File: src/cau_pkg.sv
package cau_pkg;

    localparam int FRACTION_BITS_DEF = 16;

    localparam logic [2:0] CMD_ADD = 3'd0;
    localparam logic [2:0] CMD_SUB = 3'd1;
    localparam logic [2:0] CMD_MUL = 3'd2;
    localparam logic [2:0] CMD_DIV = 3'd3;
    localparam logic [2:0] CMD_MAG = 3'd4;

    localparam logic [1:0] ST_OK       = 2'd0;
    localparam logic [1:0] ST_DIV_ZERO = 2'd1;
    localparam logic [1:0] ST_SAT      = 2'd2;

    // Quotient bits kept by the divider, and the width of its partial remainder.
    localparam int QBITS    = 34;
    localparam int REMW     = 64 + QBITS;
    localparam int SQ_STEPS = 32;

    typedef struct packed {
        logic [2:0]  cmd;
        logic [31:0] dir_re;
        logic [31:0] dir_im;
        logic        dir_sat;
        logic        dz;
        logic        re_neg;
        logic        im_neg;
        logic [63:0] re_mag;
        logic [63:0] im_mag;
        logic [63:0] den;
    } cau_front_t;

    typedef struct packed {
        logic [2:0]       cmd;
        logic [31:0]      dir_re;
        logic [31:0]      dir_im;
        logic             dir_sat;
        logic             dz;
        logic             re_neg;
        logic             im_neg;
        logic             re_ovf;
        logic             im_ovf;
        logic [QBITS-1:0] re_q;
        logic [QBITS-1:0] im_q;
        logic [63:0]      sq_rem;
        logic [63:0]      sq_root;
    } cau_core_t;

    // Returns {saturated, word} for a sign and magnitude.
    function automatic logic [32:0] sat_pack(input logic neg, input logic [63:0] mag);
        logic [32:0] r;
        if (!neg)
        begin
            if (mag > 64'h7FFF_FFFF)
                r = {1'b1, 32'h7FFF_FFFF};
            else
                r = {1'b0, mag[31:0]};
        end
        else
        begin
            if (mag > 64'h8000_0000)
                r = {1'b1, 32'h8000_0000};
            else
                r = {1'b0, ~mag[31:0] + 32'd1};
        end
        return r;
    endfunction

endpackage

File: src/cau_back.sv
module cau_back (
    input  logic               clk,
    input  logic               rst_n,
    input  logic               in_valid,
    output logic               in_ready,
    input  cau_pkg::cau_core_t in_data,
    output logic               out_valid,
    input  logic               out_ready,
    output logic [31:0]        result_real,
    output logic [31:0]        result_imag,
    output logic [1:0]         status
);
    import cau_pkg::*;

    logic        v1_reg, v2_reg, en1, en2;
    logic [2:0]  b1_cmd_reg;
    logic [31:0] b1_dir_re_reg, b1_dir_im_reg;
    logic        b1_dir_sat_reg, b1_dz_reg, b1_re_neg_reg, b1_im_neg_reg;
    logic [63:0] b1_div_re_reg, b1_div_im_reg, b1_sq_reg;

    logic [2:0]  b2_cmd_reg;
    logic [31:0] b2_re_reg, b2_im_reg, re_next, im_next;
    logic [1:0]  b2_status_reg, status_next;
    logic [32:0] pk_re, pk_im, pk_sq;

    assign en2      = !v2_reg || out_ready;
    assign en1      = !v1_reg || en2;
    assign in_ready = en1;

    always_ff @(posedge clk or negedge rst_n)
    begin
        if (!rst_n)
        begin
            v1_reg <= 1'b0;
            v2_reg <= 1'b0;
        end
        else
        begin
            if (en1) v1_reg <= in_valid;
            if (en2) v2_reg <= v1_reg;
        end
    end

    always_comb
    begin
        pk_re = sat_pack(b1_re_neg_reg, b1_div_re_reg);
        pk_im = sat_pack(b1_im_neg_reg, b1_div_im_reg);
        pk_sq = sat_pack(1'b0, b1_sq_reg);
        unique case (b1_cmd_reg)
            CMD_DIV:
            begin
                if (b1_dz_reg)
                begin
                    re_next     = 32'd0;
                    im_next     = 32'd0;
                    status_next = ST_DIV_ZERO;
                end
                else
                begin
                    re_next     = pk_re[31:0];
                    im_next     = pk_im[31:0];
                    status_next = (pk_re[32] || pk_im[32]) ? ST_SAT : ST_OK;
                end
            end
            CMD_MAG:
            begin
                re_next     = pk_sq[31:0];
                im_next     = 32'd0;
                status_next = pk_sq[32] ? ST_SAT : ST_OK;
            end
            default:
            begin
                re_next     = b1_dir_re_reg;
                im_next     = b1_dir_im_reg;
                status_next = b1_dir_sat_reg ? ST_SAT : ST_OK;
            end
        endcase
    end

    always_ff @(posedge clk)
    begin
        if (en1)
        begin
            b1_cmd_reg     <= in_data.cmd;
            b1_dir_re_reg  <= in_data.dir_re;
            b1_dir_im_reg  <= in_data.dir_im;
            b1_dir_sat_reg <= in_data.dir_sat;
            b1_dz_reg      <= in_data.dz;
            b1_re_neg_reg  <= in_data.re_neg;
            b1_im_neg_reg  <= in_data.im_neg;
            b1_div_re_reg  <= in_data.re_ovf ? 64'hFFFF_FFFF_FFFF_FFFF :
                              64'((35'(in_data.re_q) + 35'd1) >> 1);
            b1_div_im_reg  <= in_data.im_ovf ? 64'hFFFF_FFFF_FFFF_FFFF :
                              64'((35'(in_data.im_q) + 35'd1) >> 1);
            b1_sq_reg      <= in_data.sq_root +
                              64'(in_data.sq_rem > in_data.sq_root);
        end
        if (en2)
        begin
            b2_cmd_reg    <= b1_cmd_reg;
            b2_re_reg     <= re_next;
            b2_im_reg     <= im_next;
            b2_status_reg <= status_next;
        end
    end

    assign out_valid   = v2_reg;
    assign result_real = b2_re_reg;
    assign result_imag = b2_im_reg;
    assign status      = b2_status_reg;

    assert property (@(posedge clk) disable iff (!rst_n)
        (v2_reg && b2_status_reg == ST_DIV_ZERO) |-> (b2_re_reg == 32'd0 && b2_im_reg == 32'd0))
        else $error("Divide by zero returned nonzero parts.");

    assert property (@(posedge clk) disable iff (!rst_n)
        (v2_reg && b2_cmd_reg == CMD_MAG) |-> (b2_im_reg == 32'd0 && b2_status_reg != ST_DIV_ZERO))
        else $error("Magnitude result has an imaginary part or a divide flag.");

endmodule

File: config.mk
export PLATFORM = sky130hd
export DESIGN_NAME = cau_back
export DESIGN_NICKNAME = d
export VERILOG_FILES = /design/src/cau_pkg.sv /design/src/cau_back.sv
export SDC_FILE = /design/constraint.sdc
export NUM_CORES = 1
export LEC_CHECK = 0
export BUFFER_PORTS_ARGS = -buffer_cell sky130_fd_sc_hd__buf_2
export CAP_MARGIN = 10
export CORE_ASPECT_RATIO = 1.1
export CORE_MARGIN = 2
export CORE_UTILIZATION = 50
export CTS_BUF_LIST = sky130_fd_sc_hd__clkbuf_4 sky130_fd_sc_hd__clkbuf_8 sky130_fd_sc_hd__clkbuf_16
export CTS_CLUSTER_SIZE = 16
export DETAILED_ROUTE_END_ITERATION = 8
export GPL_TIMING_DRIVEN = 1
export PLACE_DENSITY_LB_ADDON = 0.25
export REMOVE_ABC_BUFFERS = 1
export SLEW_MARGIN = 20
export SYNTH_ARGS = -nofsm -noshare
export SYNTH_HDL_FRONTEND = slang
export SYNTH_SLANG_ARGS = --single-unit
File: constraint.sdc
create_clock -name clk -period 7.36 [get_ports clk]
set_input_delay 1.472 -clock clk [delete_from_list [all_inputs] [get_ports clk]]
set_output_delay 1.472 -clock clk [all_outputs]
set_load 0.02 [all_outputs]
==> flow_results.org <==
** Outcome
- Outcome :: finished, final reports clean

** Hold path
- Type of the tightest min-delay check :: reg2reg
- The path with the worst hold slack has its endpoint at out_valid$_DFFE_PN0P_.
- The worst hold path begins at v1_reg$_DFFE_PN0P_.
- Hold path depth :: 1

** GRT
- Maximum number of pins on one net before global-route repair :: 75
- Total global routing track utilization :: 0.251
- Global routing finished with a remaining overflow of 0.
- The number of antenna violations at the first check in global routing came to 2.
- Via count of the first global-routing pass :: about 12000
- Wire length of the first global-routing pass :: 65.5 mm

** Synth
- After synthesis, the mean cell area works out to 10.5 um^2.
- Portion of the post-synthesis area used by sequential elements :: 0.522
- Post-synthesis cell area :: 15800 um^2
- The Yosys step of the flow raised 0 warnings.
- The most used flip-flop cell after synthesis is sky130_fd_sc_hd__edfxtp_1.
- Share of async-settable or async-resettable flops after synthesis :: 0.00727
- Total of flip-flops plus latches after synthesis :: 275
- Of the post-synthesis cell area, the dominant cell type holds 0.518.
- Number of library cell types mapped by synthesis :: 73
- Most frequently used cell type in the post-synthesis netlist :: sky130_fd_sc_hd__edfxtp_1
- In this run, synthesis inferred 273 flip-flops with an integrated enable.
- Post-Synthesis Cells :: between 1500 and 2000
- Top cell types by occurrence after synthesis :: sky130_fd_sc_hd__edfxtp_1 (273), sky130_fd_sc_hd__nand2_1 (149), sky130_fd_sc_hd__a21oi_1 (92)
- Top post-synthesis cells by area :: sky130_fd_sc_hd__edfxtp_1 (52%), sky130_fd_sc_hd__ha_1 (5.6%), sky130_fd_sc_hd__xnor2_1 (4.2%), sky130_fd_sc_hd__nand2_1 (3.5%), sky130_fd_sc_hd__a21oi_1 (2.9%)
- Dominant cell type by area after synthesis :: sky130_fd_sc_hd__edfxtp_1

** Critical path
- The kind of cell with the highest combined delay along the critical path is simple AND/OR/NAND/NOR gates.
- The worst register-to-register path has a setup slack of 4250 ps.
- The critical path contains buffers and inverters numbering 2 combined.
- Of all nets on the critical path, the largest fanout is 6.
- The largest single stage delay on the critical path is between 700 and 800 ps.
- Type of the worst setup path :: in2reg
- Launch instance of the worst register-to-register path :: b1_div_re_reg[0]$_SDFFCE_PP1P_
- Worst endpoint required time :: 7650 ps
- STA classifies the critical path endpoint as a flop.
- Length in cells of the worst reg-to-reg path :: 9
- The signal on the critical path passes through buf_2, inv_1, ha_1, nand4_1, nor4_1, and3_1, nand3_1, a2bb2oi_1, a21oi_1, ha_1, and2_1, nand2_1, or4_1, nor3_2, nand4_1, xnor2_1.
- The largest individual stage delay along the critical path comes from the cell sky130_fd_sc_hd__or4_1.
- CP Launch Type :: input port
- Critical Path AT :: 5640 ps
- Critical register-to-register path endpoint :: result_real[9]$_DFFE_PP_

** Clock network
- The number of gates resized after CTS was 0.
- The later pin in the worst-skew pair is clocked with a latency of around 550 ps.
- CTS placed an instance of sky130_fd_sc_hd__clkbuf_16 at the clock tree root.
- Post-CTS Setup Repair Bufs :: 0
- CTS tree :: done
- Counting along the longest clock path gives a buffer depth of 3.
- CTS clock-pin slew for the worst setup and hold paths :: 60 ps
- In this run, post-CTS hold repair placed 0 buffers.
- In this run the number of H-tree levels came out at 1.
- The number of clock buffers added by TritonCTS is 31.
- For this design, the sink count on the clock tree is ~280.

** STA
- Aggregate negative setup slack :: 0 ps
- Between clock sinks in the finished design, the worst skew comes to between 10 and 15 ps.
- Setup violations remaining at the end of the flow were counted as 0.
- Minimum clock period :: 5350 ps
- Final Hold Viols :: 0
- Fmax :: approximately 190 MHz
- Crit share post-route :: 0.726
- Setup repair after global routing left no endpoint under its margin.
- The worst pin sits at a relative slew slack of 0.328.
- The count of final max-slew check failures is 0.
- At the pin with the least slew margin, the transition time is 1010 ps.

** Die
- After floorplanning, the core was divided into 68 placement rows.
- The floorplan step defined a core boundary enclosing 31200 um^2.
- Die Wd :: 174 um
- The die covers 33100 um^2.
- The initial utilization of the core area, before any placement, comes to 0.506.
- Ports :: 341
- The floorplan step set the die height to 191 um.

** Placement
- Cell area after placement :: 17900 um^2
- Port Buffer Count :: 340
- The congestion estimate from routability-driven global placement came to 0.915.
- The wire-length estimate of the detail-placed layout is 32.3 mm.

** Route
- Remaining number of nets flagged by the antenna check after routing :: 0
- First drt pass iteration count :: 6
- The routed design has about 43 mm of wire.
- Final routed DRC violation total :: 0
- Via count :: 13100
- After the first detailed-routing iteration, the DRC count stood at 1276.
- Via count normalized by instance count :: about 5.7
- In the final routed layout, each cell accounts on average for between 15 and 20 um.

** Pwr
- Peak supply drop :: 0.000164 V
- Dividing total power by cell area gives a power density of ~210 nW/um^2.
- Total power :: ~4.1 mW
- Static power due to leakage :: between 7 and 8 nW

** Cells and area
- Once layout is complete, the utilization of the core stands at 0.608.
- The register with the most flip-flops in the layout has 64 of them.
- Filler Cell Count :: 2625
- Proportion of layout cells with a drive suffix above 1 :: 0.242
- Once layout is done, the placed cells without fillers occupy approximately 19000 um^2.
- Relative to the synthesized area, the layout overhead comes to 20.0%.
- In the final design database the tool counted roughly 2200 nets.

** Run
- Max capacitance violation total :: 0
## per-stage QoR
stage	instances	hold slack, ps	worst slack [ps]
after floorplan	1452	435	-1020
after global placement	2227	450	1700
after detailed placement	2227	458	1490
after CTS	2284	478	2070
after global routing	2284	506	1730
final	2285	478	2010
## logic make-up after synthesis
group,Yosys count,synth area share
AND/OR/NAND/NOR,608,0.206
flip-flops,275,0.522
XOR/XNOR,105,0.0582
AO/OA/AOI/OAI,311,0.120
buffers and inverters,130,0.0336
adder cells (fa/ha/maj),71,0.0562
multiplexers,5,0.00372
## layout by cell type, fill, tap and decap left out, types with 32 or more instances in the layout
cell,count
sky130_fd_sc_hd__nand4_1,48
sky130_fd_sc_hd__nand3_1,79
sky130_fd_sc_hd__and3_1,38
sky130_fd_sc_hd__inv_1,77
sky130_fd_sc_hd__edfxtp_1,273
sky130_fd_sc_hd__buf_2,340
sky130_fd_sc_hd__ha_1,71
sky130_fd_sc_hd__nor2_1,68
sky130_fd_sc_hd__a21oi_1,91
sky130_fd_sc_hd__nor4_1,32
sky130_fd_sc_hd__xnor2_1,76
sky130_fd_sc_hd__o21ai_0,77
sky130_fd_sc_hd__nor3_1,44
sky130_fd_sc_hd__nand2_1,149
sky130_fd_sc_hd__nand2b_1,47
## report_power, final
part	switching [mW]	total, mW	internal [mW]
registers	0.0650	1.96	1.90
clock network	0.615	1.54	0.929
logic	0.360	0.571	0.211
total	1.04	4.08	3.04
## per-layer routing
| metal | wire, um | track usage |
|---|---|---|
| met3 | 3200 | 0.0419 |
| met2 | 20500 | 0.433 |
| met1 | 17800 | 0.329 |
| met4 | 1130 | 0.0707 |
| met5 | 7 | 0 |
## how the worst max path moves through the flow
| stage | to | start | depth (start not counted) | slack [ps] |
|---|---|---|---|---|
| 2_1_floorplan | b1_cmd_reg[0]$_DFFE_PP_ | out_ready | 1 | -1020 |
| 3_3_place_gp | b1_sq_reg[63]$_DFFE_PP_ | in_data[61] | 16 | 1700 |
| 3_5_place_dp | b1_sq_reg[59]$_DFFE_PP_ | in_data[61] | 16 | 1490 |
| 4_1_cts | b1_sq_reg[53]$_DFFE_PP_ | in_data[61] | 16 | 2070 |
| 5_1_grt | b1_sq_reg[59]$_DFFE_PP_ | in_data[61] | 16 | 1730 |
| 6_report | b1_sq_reg[53]$_DFFE_PP_ | in_data[61] | 16 | 2010 |
## area by class of cell
cell class / count / area, um^2 / area share
flip-flops and latches: 275 / 8250 / 0.435
multi-input cells: 1100 / 7070 / 0.372
repair buffers: 355 / 1810 / 0.0956
clock buffers: 38 / 860 / 0.0453
well taps: 420 / 526 / 0.0277
inverters: 77 / 289 / 0.0152
clock inverters: 19 / 175 / 0.00923
diodes: 1 / 2.50 / 0.000132
Note: power is estimated with default switching activity, not from simulation.
